<file path="config.mk">
export PLATFORM = sky130hd
export DESIGN_NAME = sha_ctrl
export DESIGN_NICKNAME = d
export VERILOG_FILES = /design/src/hw/rtl/sha_pkg.sv /design/src/hw/rtl/sha_ctrl.sv
export SDC_FILE = /design/constraint.sdc
export NUM_CORES = 1
export LEC_CHECK = 0
export BUFFER_PORTS_ARGS = -buffer_cell sky130_fd_sc_hd__buf_4
export CORE_ASPECT_RATIO = 0.8
export CORE_MARGIN = 10
export CORE_UTILIZATION = 51
export CTS_CLUSTER_SIZE = 25
export DETAILED_ROUTE_END_ITERATION = 16
export PLACE_DENSITY_LB_ADDON = 0.25
export SYNTH_ARGS = -nofsm -noshare
export SYNTH_HDL_FRONTEND = slang
export SYNTH_SLANG_ARGS = --single-unit
</file>
<file path="constraint.sdc">
create_clock -name clock -period 1.8 [get_ports clock]
set_clock_uncertainty 0.05 [all_clocks]
set_input_delay 0.36 -clock clock [delete_from_list [all_inputs] [get_ports clock]]
set_output_delay 0.36 -clock clock [all_outputs]
set_load 0.01 [all_outputs]
</file>
<file path="src/hw/rtl/sha_pkg.sv">
// SHA-256 block compression: shared constants, types and round functions.
// Used by the channel interfaces and every module of the block.
package sha_pkg;

   localparam int WORD_W = 32;

   localparam logic [3:0] LAST_MSG_IDX   = 4'hF;
   localparam logic [5:0] LAST_ROUND_IDX = 6'd63;
   localparam logic [2:0] LAST_CHAIN_IDX = 3'd7;

   localparam logic [WORD_W-1:0] ROUND_K [64] = '{
      32'h428a2f98, 32'h71374491, 32'hb5c0fbcf, 32'he9b5dba5,
      32'h3956c25b, 32'h59f111f1, 32'h923f82a4, 32'hab1c5ed5,
      32'hd807aa98, 32'h12835b01, 32'h243185be, 32'h550c7dc3,
      32'h72be5d74, 32'h80deb1fe, 32'h9bdc06a7, 32'hc19bf174,
      32'he49b69c1, 32'hefbe4786, 32'h0fc19dc6, 32'h240ca1cc,
      32'h2de92c6f, 32'h4a7484aa, 32'h5cb0a9dc, 32'h76f988da,
      32'h983e5152, 32'ha831c66d, 32'hb00327c8, 32'hbf597fc7,
      32'hc6e00bf3, 32'hd5a79147, 32'h06ca6351, 32'h14292967,
      32'h27b70a85, 32'h2e1b2138, 32'h4d2c6dfc, 32'h53380d13,
      32'h650a7354, 32'h766a0abb, 32'h81c2c92e, 32'h92722c85,
      32'ha2bfe8a1, 32'ha81a664b, 32'hc24b8b70, 32'hc76c51a3,
      32'hd192e819, 32'hd6990624, 32'hf40e3585, 32'h106aa070,
      32'h19a4c116, 32'h1e376c08, 32'h2748774c, 32'h34b0bcb5,
      32'h391c0cb3, 32'h4ed8aa4a, 32'h5b9cca4f, 32'h682e6ff3,
      32'h748f82ee, 32'h78a5636f, 32'h84c87814, 32'h8cc70208,
      32'h90befffa, 32'ha4506ceb, 32'hbef9a3f7, 32'hc67178f2
   };

   localparam logic [WORD_W-1:0] INIT_HASH [8] = '{
      32'h6A09E667, 32'hBB67AE85, 32'h3C6EF372, 32'hA54FF53A,
      32'h510E527F, 32'h9B05688C, 32'h1F83D9AB, 32'h5BE0CD19
   };

   typedef enum logic [3:0] {
      ST_LOAD  = 4'b0001,
      ST_ROUND = 4'b0010,
      ST_ADD   = 4'b0100,
      ST_SEND  = 4'b1000
   } state_type;

   typedef struct packed {
      logic       load_word;
      logic       reload_chain;
      logic       init_vars;
      logic       round_en;
      logic [5:0] round_idx;
      logic       add_en;
      logic [2:0] chain_idx;
   } ctrl_type;

   function automatic logic [WORD_W-1:0] rotr(input logic [WORD_W-1:0] x, input int n);
      rotr = (x >> n) | (x << (WORD_W - n));
   endfunction

   function automatic logic [WORD_W-1:0] big_sigma0(input logic [WORD_W-1:0] x);
      big_sigma0 = rotr(x, 2) ^ rotr(x, 13) ^ rotr(x, 22);
   endfunction

   function automatic logic [WORD_W-1:0] big_sigma1(input logic [WORD_W-1:0] x);
      big_sigma1 = rotr(x, 6) ^ rotr(x, 11) ^ rotr(x, 25);
   endfunction

   function automatic logic [WORD_W-1:0] small_sigma0(input logic [WORD_W-1:0] x);
      small_sigma0 = rotr(x, 7) ^ rotr(x, 18) ^ (x >> 3);
   endfunction

   function automatic logic [WORD_W-1:0] small_sigma1(input logic [WORD_W-1:0] x);
      small_sigma1 = rotr(x, 17) ^ rotr(x, 19) ^ (x >> 10);
   endfunction

endpackage

</file>
<file path="src/hw/rtl/sha_ctrl.sv">
// Sequencer: word count, round counter and digest word emission.
// Depends on sha_pkg for the state encoding and control struct.
module sha_ctrl import sha_pkg::*; (
   input  logic     clock,
   input  logic     reset,
   input  logic     req_valid,
   input  logic     req_new,
   input  logic     rsp_ready,
   output logic     req_ready,
   output logic     rsp_valid,
   output ctrl_type ctrl
);

   state_type  state_ff, state_in;
   logic [3:0] count_ff, count_in;
   logic [5:0] round_ff, round_in;
   logic [2:0] idx_ff, idx_in;
   logic [3:0] count_base;
   logic       req_accept;

   assign req_ready  = (state_ff == ST_LOAD);
   assign rsp_valid  = (state_ff == ST_SEND);
   assign req_accept = req_valid && req_ready;
   assign count_base = req_new ? 4'd0 : count_ff;

   always_comb begin
      state_in = state_ff;
      count_in = count_ff;
      round_in = round_ff;
      idx_in   = idx_ff;
      ctrl     = '0;
      ctrl.round_idx = round_ff;
      ctrl.chain_idx = idx_ff;
      unique case (state_ff)
         ST_LOAD: begin
            if (req_accept) begin
               ctrl.load_word    = 1'b1;
               ctrl.reload_chain = req_new;
               count_in = count_base + 4'd1;
               if (count_base == LAST_MSG_IDX) begin
                  ctrl.init_vars = 1'b1;
                  round_in = '0;
                  state_in = ST_ROUND;
               end
            end
         end
         ST_ROUND: begin
            ctrl.round_en = 1'b1;
            round_in = round_ff + 6'd1;
            if (round_ff == LAST_ROUND_IDX) begin
               idx_in   = '0;
               state_in = ST_ADD;
            end
         end
         ST_ADD: begin
            ctrl.add_en = 1'b1;
            state_in = ST_SEND;
         end
         ST_SEND: begin
            if (rsp_ready) begin
               idx_in   = idx_ff + 3'd1;
               state_in = (idx_ff == LAST_CHAIN_IDX) ? ST_LOAD : ST_ADD;
            end
         end
         default: begin
            state_in = ST_LOAD;
         end
      endcase
   end

   always_ff @(posedge clock) begin
      if (reset) begin
         state_ff <= ST_LOAD;
         count_ff <= '0;
         round_ff <= '0;
         idx_ff   <= '0;
      end else begin
         state_ff <= state_in;
         count_ff <= count_in;
         round_ff <= round_in;
         idx_ff   <= idx_in;
      end
   end

endmodule

</file>
-- Word-level counts from Yosys, hierarchy flattened
Index checks and enable logic that the tools add are counted.
- word-level logic and storage cells: 43
- bits of input ports: 5
- bits in registers: 17
- output and inout port bits: 16
- equal/unequal tests: 11
- $add $sub $neg: 3
- multiplexer cells: 18
- reduce and logical (&&, ||, !) cells: 7
- operators by type and width (cell ; number):
    $mux 4 ; 5
    $pmux 4 s4 ; 1
    $mux 3 ; 5
    $mux 6 ; 2
    $pmux 6 s2 ; 1
    $eq 4x4->1 const B ; 2
    $add 6x1->6 const B ; 1
    $eq 6x6->1 const B ; 1
    $pmux 3 s2 ; 1
    $reduce_and 3->1 ; 2
    $add 4x1->4 const B ; 1
    $eq 4x1->1 const B ; 1
    $eq 4x2->1 const B ; 1
    $eq 4x3->1 const B ; 1
    $ne 2x1->1 const B ; 2
    $ne 2x2->1 const B ; 2
    $reduce_and 4->1 ; 1
    $reduce_bool 2->1 ; 2
    $add 3x1->3 const B ; 1
    $eq 3x3->1 const B ; 1
    $mux 1 ; 3
    $reduce_and 2->1 ; 1
    $logic_and 1x1->1 ; 1

-- Logic depth before layout (Yosys ltp)
Gate-level depths: netlist (run 1).
- depth in word-level cells: 5
- gate-level depth with buffers: 6
- depth with buffers taken out: 6

-- Worst setup path before layout (run 1)
Ideal clock, no wire load.
- path kind: register -> register
- start: register state_ff[3]
- end: register round_ff[5]
- clock period less this slack: 1.690 ns
- library setup time: 0.132 ns
- stages on the path, launching flop included: 7
- path slack: 0.110 ns
- arrival: 1.508 ns
- data required time: 1.618 ns
- cells stage by stage: dfxtp_1 > or4b_1 > buf_2 > inv_2 > a31oi_1 > o21ai_0 > a21oi_1
- word-level cells in the longest chain between the ends: 4
- RTL lines (element ; RTL line ; source):
    start: declaration ; sha_ctrl.sv:14 ; state_type state_ff, state_in;
    start signal: assignment ; sha_ctrl.sv:78 ; state_ff <= state_in;
    $eq 4x1->1 ; sha_ctrl.sv:21, sha_ctrl.sv:34 ;
    $logic_and 1x1->1 ; sha_ctrl.sv:23 ; assign req_accept = req_valid && req_ready;
    $ne 2x1->1 (no line) ; - ;
    $reduce_and 3->1 (no line) ; - ;
    end signal: assignment ; sha_ctrl.sv:80 ; round_ff <= round_in;
    end: declaration ; sha_ctrl.sv:16 ; logic [5:0] round_ff, round_in;
Several ways; a longest one is shown, not always the timed one.
A chain may end at the register's enable or synchronous reset.

==> impl_metrics.env, run 1 <==
export IMPL_setup_slack_ns=-0.187
export IMPL_grt_pass1_wl_mm=4.56
export IMPL_drt_total_wl_mm=3.37
export IMPL_slowest_stage="nor4b_4"
export IMPL_cts_tree="done"
export IMPL_start_kind="flip-flop"
export IMPL_rsz0062_at_grt="true"
export IMPL_synth_compound_area_share_pct=23.3
export IMPL_pwr_share_comb_pct=22.1
export IMPL_synth_distinct_cells=36
export IMPL_drc_errors=0
export IMPL_powerDensity_nw_per_um2=529
export IMPL_worst_slew_pin_slew_ns=0.392
export IMPL_async_flop_share_pct=0
export IMPL_slew_headroom_pct=73.8
export IMPL_fp_dieH_um=57.4
export IMPL_final_cell_mix="buf_4, buf_6, a21oi_1"
export IMPL_report_final_hold_viol_count=0
export IMPL_p_sw_uw=210
export IMPL_synth_top_family_by_area="simple AND/OR/NAND/NOR gates"
export IMPL_final_max_slew_violation_count=0
export IMPL_finalCritPeriodShare_pct=110
export IMPL_endpoint_kind="output port"
export IMPL_clk_pin_slew_ns=0.10
export IMPL_cts_sink_count=17
export IMPL_max_freq_mhz=503
export IMPL_avgSynthCellArea_sq_um=8.58
export IMPL_start_util_pct=54.3
export IMPL_cts_buffers=3
export IMPL_dr_pass1_iters=4
export IMPL_cts_buffer_depth=2
export IMPL_crit_arrival_ns=1.58
export IMPL_syn_cell_area_sq_um=892
export IMPL_synthXorXnorAreaFrac_pct=0.982
export IMPL_layout_drive_gt1_share_pct=53.5
export IMPL_leakage_nw=0.642
export IMPL_path_common_cell="buf_6"
export IMPL_coreArea_sq_um=1640
export IMPL_cts_root_buf="clkbuf_4"
export IMPL_seq_power_share_pct=50.3
export IMPL_drt_initial_drc_count=94
export IMPL_wl_per_cell_um=19.1
export IMPL_critical_path_class="reg2out"
export IMPL_synth_edff_count=0
export IMPL_slowest_delay_ns=0.42
export IMPL_antenna_found_initial=0
export IMPL_period_needed_ns=1.99
export IMPL_gp_congestion=0.826
export IMPL_crit_fanout=5
export IMPL_cp_top_family="simple AND/OR/NAND/NOR gates"
export IMPL_p_sw_share_pct=27.2
export IMPL_n_fill_cell=78
export IMPL_violations="setup timing"
export IMPL_syn_num_nets=113
export IMPL_synth_ff_type="dfxtp_1"
export IMPL_path_buf_inv=2
export IMPL_outcome="finished with violations"
export IMPL_diodes=0
export IMPL_maxCapViolations=0
export IMPL_grt_max_degree=17
export IMPL_ant_nets=0
export IMPL_nets=165
export IMPL_synth_mux_area_share_pct=2.24
export IMPL_rows=13
export IMPL_overflow=0
export IMPL_clockPowerShare_pct=27.5
export IMPL_ir_worst_vdd_uv=511
export IMPL_ios=21
export IMPL_clk_latency_ns=0.30
export IMPL_worst_hold_path_type="in2reg"
export IMPL_grt_usage_pct=14.6
export IMPL_synth_seq_cells=17
export IMPL_setup_viol=12
export IMPL_area_growth_pct=63.8
export IMPL_placement_cell_area_sq_um=1130
export IMPL_grt_pass1_vias=981
export IMPL_p_int_uw=563
export IMPL_synth_cells=104
export IMPL_die_w_um=66.8
export IMPL_layout_commonest_cell="buf_4"
export IMPL_hpwl_mm=1.75
export IMPL_crit_chain="buf_6 > nor4b_4 > and3_4 > buf_6"
export IMPL_cts_hold_fix_buffers=0
export IMPL_seq_area_frac_synth_pct=38.1
export IMPL_fin_area_sq_um=1460
export IMPL_pre_cts_ws_ns=-0.00808
export IMPL_dieArea_sq_um=3830
export IMPL_yosys_area_share_simple_pct=26.6
export IMPL_yosysWarnings=0
export IMPL_vias=1077
export IMPL_worstPathRequired_ns=1.39
export IMPL_viasPerCell=6.08
export IMPL_port_buffers=20
export IMPL_htreeDepth=1
export IMPL_synthAdderAreaFrac_pct=5.61
## final timing paths
path	startpoint	end	slack, ns	cells past startpoint
max	state_ff[1]$_SDFFE_PP0P_	ctrl[12]	-0.19	4
min	reset	count_ff[3]$_SDFFE_PP0P_	0.30	2
min reg2reg	count_ff[0]$_SDFFE_PP0P_	count_ff[0]$_SDFFE_PP0P_	0.50	2
max reg2reg	state_ff[1]$_SDFFE_PP0P_	idx_ff[0]$_SDFFE_PP0P_	-0.10	5
## per-layer routing
metal | share of wire, % | GRT usage [%] | up-vias
met5 | 0 | 0 | -
met4 | 3.7 | 5.37 | 0
met3 | 7.6 | 4.29 | 17
met2 | 49 | 24.2 | 53
met1 | 40 | 17.2 | 514
li1 | - | - | 493
## power groups by stage
stage | registers [mW] | clock network [mW] | logic, mW
3_5_place_dp | 0.399 | 0 | 0.0895
5_1_grt | 0.390 | 0.236 | 0.180
2_1_floorplan | 0.398 | 0 | 0.0461
6_report | 0.389 | 0.213 | 0.171
3_3_place_gp | 0.398 | 0 | 0.0870
4_1_cts | 0.391 | 0.209 | 0.128
## stage by stage
step,power (mW),util (%),cells,setup TNS (ns),hold slack [ns]
3_5_place_dp,0.488,68.9,153,-0.00808,0.437
2_1_floorplan,0.444,-,104,0,0.409
6_report,0.773,89.0,177,-1.23,0.301
5_1_grt,0.806,89.0,177,-2.13,0.294
4_1_cts,0.728,80.4,169,-0.666,0.288
3_3_place_gp,0.485,68.9,153,0,0.435
## state kept, by name, indices dropped and copies added, names as in the netlist
| signal | cells |
|---|---|
| count_ff | 4 |
| idx_ff | 3 |
| round_ff | 6 |
| state_ff | 4 |
## kinds of logic (layout without fill, tap and decap cells)
| logic type | count (synthesis) | in the layout |
|---|---|---|
| buf+inv | 7 | 58 |
| fa+ha+maj | 4 | 4 |
| mux | 2 | 2 |
| compound gates | 35 | 35 |
| simple gates | 38 | 38 |
| flops | 17 | 17 |
| xor+xnor | 1 | 1 |
## synth_stat cells, types with 2 or more instances
| library cell | count | share of area (%) |
|---|---|---|
| a211oi_1 | 2 | 1.7 |
| ha_1 | 4 | 5.6 |
| dfxtp_1 | 17 | 38 |
| a21oi_1 | 14 | 7.9 |
| nor2_1 | 9 | 3.8 |
| nand4_1 | 2 | 1.4 |
| a31oi_1 | 2 | 1.4 |
| o21ai_0 | 11 | 6.2 |
| or4b_1 | 2 | 2.2 |
| and3_2 | 2 | 1.7 |
| nor2b_1 | 2 | 1.4 |
| inv_1 | 3 | 1.3 |
| or4_1 | 2 | 1.7 |
| nand2_1 | 5 | 2.1 |
| nor3_1 | 3 | 1.7 |
| and3_1 | 3 | 2.1 |
| mux2i_1 | 2 | 2.2 |
## worst reg2reg max path: stages (launching register included)
cell	delay (ns)
dfxtp_4	0.36
buf_4	0.14
or4b_4	0.52
buf_6	0.15
or4_4	0.47
a21oi_2	0.15
## area by class of cell
class                   count  area [sq um]  share of cell area, %
clock buffers               4          26.3                   1.80
inverters                   4          20.0                   1.37
flip-flops and latches     17           353                   24.1
repair buffers             50           424                   29.0
multi-input cells          80           611                   41.8
well taps                  22          27.5                   1.88
## what timing repair did
item	CTS	global route
resized for setup	26	22
endpoints found under the setup margin	7	21
setup buffers	12	11
pin swaps	6	13
Power figures use the tool's default switching activity.
==> run 2, diff against run 1 <==
--- a/config.mk
+++ b/config.mk
@@ -8,7 +8,8 @@
 export BUFFER_PORTS_ARGS = -buffer_cell sky130_fd_sc_hd__buf_4
 export CORE_ASPECT_RATIO = 0.8
 export CORE_MARGIN = 10
-export CORE_UTILIZATION = 51
+export CORE_UTILIZATION = 54
+export CTS_BUF_LIST = sky130_fd_sc_hd__clkbuf_8
 export CTS_CLUSTER_SIZE = 25
 export DETAILED_ROUTE_END_ITERATION = 16
 export PLACE_DENSITY_LB_ADDON = 0.25
==> run 2 against run 1 <==
Against the previous run:
- the flow still finishes with violations (setup timing)
- via count is 7.5% lower
- sequential share of layout area is 1.9 points higher
- final area is 7.2% lower
- worst setup slack better by 0.15 ns
- sequential power hardly changed
- sequential cell count stayed put
- largest cell class unchanged
==> impl_metrics.env, run 2 (same netlist as run 1, synthesis figures left out) <==
export IMPL_outcome="finished with violations"
export IMPL_violations="setup timing"
export IMPL_dr_pass1_iters=4
export IMPL_clk_pin_slew_ns=0.06
export IMPL_multi_input_area_sq_um=588
export IMPL_diodes=0
export IMPL_worst_slew_pin_slew_ns=0.436
export IMPL_crit_arrival_ns=1.43
export IMPL_hpwl_mm=1.68
export IMPL_final_cell_mix="buf_4, a21oi_1, dfxtp_1"
export IMPL_slowest_stage="dfxtp_4"
export IMPL_worstPathRequired_ns=1.39
export IMPL_ant_nets=0
export IMPL_largest_reg_flops=6
export IMPL_clockPowerShare_pct=34.5
export IMPL_vias=996
export IMPL_clk_latency_ns=0.25
export IMPL_endpoint_kind="output port"
export IMPL_top_regs="round_ff (6), count_ff (4), state_ff (4)"
export IMPL_overflow=0
export IMPL_htreeDepth=1
export IMPL_area_growth_pct=52.0
export IMPL_grt_usage_pct=13.4
export IMPL_wl_per_cell_um=16.7
export IMPL_seq_power_share_pct=49.0
export IMPL_hold_slack_ns=0.356
export IMPL_finalCritPeriodShare_pct=102
export IMPL_die_w_um=65.4
export IMPL_start_util_pct=56.0
export IMPL_ir_worst_vdd_uv=735
export IMPL_setup_viol=4
export IMPL_cts_hold_fix_buffers=0
export IMPL_slew_headroom_pct=70.5
export IMPL_dieArea_sq_um=3690
export IMPL_pwr_share_comb_pct=16.5
export IMPL_cts_root_buf="clkbuf_8"
export IMPL_cts_buffer_depth=2
export IMPL_ios=21
export IMPL_crit_chain="buf_6 > nor4b_4 > and3_4 > buf_6"
export IMPL_maxCapViolations=0
export IMPL_slowest_delay_ns=0.36
export IMPL_start_kind="flip-flop"
export IMPL_worst_hold_path_type="in2reg"
export IMPL_crit_fanout=4
export IMPL_cts_sink_count=17
export IMPL_drt_total_wl_mm=2.77
export IMPL_rsz0062_at_grt="true"
export IMPL_powerDensity_nw_per_um2=588
export IMPL_path_common_cell="buf_6"
export IMPL_critical_path_class="reg2out"
export IMPL_fp_dieH_um=56.4
export IMPL_rows=13
export IMPL_grt_pass1_wl_mm=4.06
export IMPL_pre_cts_ws_ns=-0.0128
export IMPL_port_buffers=20
export IMPL_p_sw_share_pct=24.2
export IMPL_cts_tree="done"
export IMPL_viasPerCell=6.00
export IMPL_nets=154
export IMPL_layout_drive_gt1_share_pct=47.2
export IMPL_drt_initial_drc_count=35
export IMPL_drc_errors=0
export IMPL_setup_slack_ns=-0.0403
export IMPL_layout_commonest_cell="buf_4"
export IMPL_leakage_nw=0.594
export IMPL_finalPower_uw=798
export IMPL_coreArea_sq_um=1590
export IMPL_top_register="round_ff"
export IMPL_max_freq_mhz=543
export IMPL_gp_congestion=0.766
export IMPL_final_max_slew_violation_count=0
export IMPL_grt_pass1_vias=931
export IMPL_p_sw_uw=193
export IMPL_period_needed_ns=1.84
export IMPL_grt_max_degree=17
export IMPL_register_area_sq_um=353
export IMPL_cts_buffers=3
export IMPL_p_int_uw=605
export IMPL_antenna_found_initial=0
export IMPL_n_fill_cell=97
export IMPL_report_final_hold_viol_count=0
## run 2: changes by cell type in the layout (fill, tap and decap cells not counted), sizes merged
cell and change:
buf -11, clkbuf -1, inv +1
## run 2: layout make-up
| class | instances | area share [%] |
|---|---|---|
| clock buffer | 3 | 3.04 |
| clock inverter | 1 | 0.277 |
| inverter | 4 | 1.48 |
| multi-input combinational | 80 | 43.4 |
| sequential | 17 | 26.0 |
| tap | 22 | 2.03 |
| timing repair buffer | 39 | 23.8 |
## run 2: through the flow
stage / area (sq um) / util, % / TNS (ns) / instances
final: 1360 / 85.1 / -0.106 / 166
after global routing: 1360 / 85.1 / -0.432 / 166
after CTS: 1240 / 77.9 / 0 / 158
after detailed placement: 1100 / 69.2 / -0.0128 / 149
after global placement: 1100 / 69.2 / 0 / 149
after floorplan: 892 / - / 0 / 104
## run 2: repair_timing
action,CTS,global route
setup buffers,5,8
setup endpoints to repair,6,15
endpoints found under the hold margin,0,0
gates resized for setup,19,18
pin swaps,6,4
gates cloned,0,0
## run 2: routing by layer
| layer | track usage, % | vias to the layer above | routed length (um) |
|---|---|---|---|
| met3 | 7.13 | 12 | 219 |
| met1 | 13.2 | 472 | 1020 |
| li1 | - | 472 | - |
| met4 | 3.66 | 0 | 81 |
| met5 | 0 | - | 0 |
| met2 | 23.6 | 40 | 1450 |
## run 2: final timing paths
path / startpoint / endpoint / slack, ns / cells after the start
max: state_ff[3]$_SDFFE_PP0P_ / ctrl[11] / -0.04 / 4
min: reset / count_ff[3]$_SDFFE_PP0P_ / 0.36 / 2
max reg2reg: state_ff[3]$_SDFFE_PP0P_ / count_ff[3]$_SDFFE_PP0P_ / 0.03 / 5
min reg2reg: idx_ff[1]$_SDFFE_PP0P_ / idx_ff[1]$_SDFFE_PP0P_ / 0.48 / 2
## run 2: power by group through the flow
stage               Sequential, mW  Combinational (mW)  Clock, mW
floorplan                    0.398              0.0461          0
global placement             0.399              0.0811          0
detailed placement           0.400              0.0821          0
CTS                          0.391              0.0996      0.281
global route                 0.391               0.141      0.296
finish                       0.391               0.132      0.275
## run 2: critical path, delay by kind of cell (launching register included)
family / cells / cell delay (ns)
flops: 1 / 0.36
simple gates: 2 / 0.59
buf+inv: 2 / 0.22
==> run 3, diff against run 2 <==
==> constraint.sdc (replaced) <==
create_clock -name clock -period 1.8 [get_ports clock]
set_clock_uncertainty 0.05 [all_clocks]
set_input_delay 0.36 -clock clock [delete_from_list [all_inputs] [get_ports clock]]
set_output_delay 0.36 -clock clock [all_outputs]
set_load 0.1 [all_outputs]
==> run 3 against run 2 <==
Against the previous run:
- largest cell class unchanged
- the flow still finishes with violations (setup timing)
- critical path type unchanged
- utilization is 9.6 points higher
- critical path depth is 1 higher
- non-clock buffer count is 3 higher
==> impl_metrics.env, run 3 (same netlist as run 1, synthesis figures left out) <==
export IMPL_ir_worst_vdd_uv=980
export IMPL_final_cell_mix="buf_4, a21oi_1, nor2_1, buf_6, dfxtp_2"
export IMPL_seq_power_share_pct=42.5
export IMPL_hpwl_mm=1.82
export IMPL_tns_ns=-1.66
export IMPL_finalPower_uw=915
export IMPL_cts_sink_count=17
export IMPL_nets=157
export IMPL_crit_arrival_ns=1.67
export IMPL_ios=21
export IMPL_overflow=0
export IMPL_p_int_uw=631
export IMPL_cp_top_family="simple AND/OR/NAND/NOR gates"
export IMPL_worstPathRequired_ns=1.39
export IMPL_crit_fanout=4
export IMPL_worst_hold_path_type="in2reg"
export IMPL_drc_errors=0
export IMPL_report_final_hold_viol_count=0
export IMPL_cts_hold_fix_buffers=0
export IMPL_clk_latency_ns=0.26
export IMPL_start_kind="flip-flop"
export IMPL_grt_pass1_wl_mm=5.18
export IMPL_grt_pass1_vias=1072
export IMPL_p_sw_uw=284
export IMPL_finalCritPeriodShare_pct=116
export IMPL_clockPowerShare_pct=31.5
export IMPL_fp_dieH_um=56.4
export IMPL_leakage_nw=0.624
export IMPL_worst_slew_pin_slew_ns=0.305
export IMPL_port_buffers=20
export IMPL_die_w_um=65.4
export IMPL_powerDensity_nw_per_um2=606
export IMPL_cts_buffer_depth=2
export IMPL_crit_path_end="ctrl[11]"
export IMPL_hold_slack_ns=0.352
export IMPL_p_sw_share_pct=31.1
export IMPL_clk_pin_slew_ns=0.06
export IMPL_slowest_delay_ns=0.37
export IMPL_outcome="finished with violations"
export IMPL_diodes=0
export IMPL_n_fill_cell=52
export IMPL_largest_reg_flops=6
export IMPL_grt_usage_pct=17.4
export IMPL_ant_nets=0
export IMPL_coreArea_sq_um=1590
export IMPL_drt_total_wl_mm=4.42
export IMPL_top_regs="round_ff (6), count_ff (4), state_ff (4)"
export IMPL_slew_headroom_pct=79.6
export IMPL_gp_congestion=0.884
export IMPL_top_register="round_ff"
export IMPL_r2r_end="state_ff[2]$_SDFFE_PP0P_"
export IMPL_placement_cell_area_sq_um=1190
export IMPL_period_needed_ns=2.08
export IMPL_cts_tree="done"
export IMPL_drt_initial_drc_count=177
export IMPL_dr_pass1_iters=6
export IMPL_rrSetupSlack_ns=-0.13
export IMPL_worstSetupStartpoint="count_ff[1]$_SDFFE_PP0P_"
export IMPL_setup_slack_ns=-0.279
export IMPL_rr_startpoint="count_ff[1]$_SDFFE_PP0P_"
export IMPL_critical_path_class="reg2out"
export IMPL_viasPerCell=7.15
export IMPL_violations="setup timing"
export IMPL_max_freq_mhz=481
export IMPL_setup_viol=17
export IMPL_wl_per_cell_um=26.1
export IMPL_dieArea_sq_um=3690
export IMPL_layout_drive_gt1_share_pct=53.7
export IMPL_endpoint_kind="output port"
export IMPL_cts_root_buf="clkbuf_8"
export IMPL_grt_max_degree=17
export IMPL_vias=1209
export IMPL_maxCapViolations=0
export IMPL_antenna_found_initial=0
export IMPL_fin_area_sq_um=1510
export IMPL_start_util_pct=56.0
export IMPL_rsz0062_at_grt="true"
export IMPL_cts_buffers=3
export IMPL_path_buf_inv=1
export IMPL_rows=13
export IMPL_reg2regPathDepth=7
export IMPL_pwr_share_comb_pct=26.0
export IMPL_crit_chain="nor2b_4 > ha_2 > and4b_1 > and3_4 > buf_12"
export IMPL_final_max_slew_violation_count=0
export IMPL_slowest_stage="dfxtp_4"
export IMPL_htreeDepth=1
export IMPL_pre_cts_ws_ns=-0.0638
export IMPL_layout_commonest_cell="buf_4"
export IMPL_area_growth_pct=69.1
export IMPL_path_depth=5
[run 3: worst reg2reg max path: cells and delay by family (launching register included)]
kind            cells  cell delay, ns
simple gates        4            0.73
compound gates      1            0.36
flops               1            0.37
fa+ha+maj           1            0.21
buf+inv             1            0.16
[run 3: worst min-delay path by stage]
stage / cells past startpoint / from / end
final: 2 / reset / count_ff[3]$_SDFFE_PP0P_
after global routing: 2 / reset / count_ff[3]$_SDFFE_PP0P_
after CTS: 2 / reset / idx_ff[2]$_SDFFE_PP0P_
after detailed placement: 2 / idx_ff[2]$_SDFFE_PP0P_ / idx_ff[2]$_SDFFE_PP0P_
after global placement: 2 / count_ff[1]$_SDFFE_PP0P_ / count_ff[1]$_SDFFE_PP0P_
after floorplan: 2 / count_ff[1]$_SDFFE_PP0P_ / count_ff[1]$_SDFFE_PP0P_
[run 3: per-layer routing]
metal  vias up  track usage [%]  wire [um]
li1        479                -          -
met1       559             19.7       1580
met2       138             29.5       1950
met3        33             5.74        619
met4         0             5.79        260
met5         -                0          0
[run 3: final cells by class]
cell class	count	area [sq um]	area share, %
multi-input cells	80	619	41.0
inverters	4	27.5	1.82
flip-flops and latches	17	365	24.2
clock buffers	3	41.3	2.74
clock inverters	1	3.75	0.249
repair buffers	42	424	28.1
well taps	22	27.5	1.82
[run 3: power groups by stage]
| stage | Clock [mW] | Combinational [mW] | Sequential, mW |
|---|---|---|---|
| 2_1_floorplan | 0 | 0.100 | 0.396 |
| 3_3_place_gp | 0 | 0.145 | 0.395 |
| 3_5_place_dp | 0 | 0.148 | 0.395 |
| 4_1_cts | 0.284 | 0.190 | 0.386 |
| 5_1_grt | 0.303 | 0.245 | 0.389 |
| 6_report | 0.288 | 0.237 | 0.389 |
[run 3: timing repair]
item,4_1_cts,5_1_grt
setup endpoints to repair,9,19
pin swaps,5,9
setup buffers,5,4
resized for setup,28,27
[run 3: through the flow]
step / util [%] / std cells
after floorplan: - / 104
after global placement: 74.6 / 156
after detailed placement: 74.6 / 156
after CTS: 86.3 / 165
after global routing: 94.7 / 169
final: 94.7 / 169
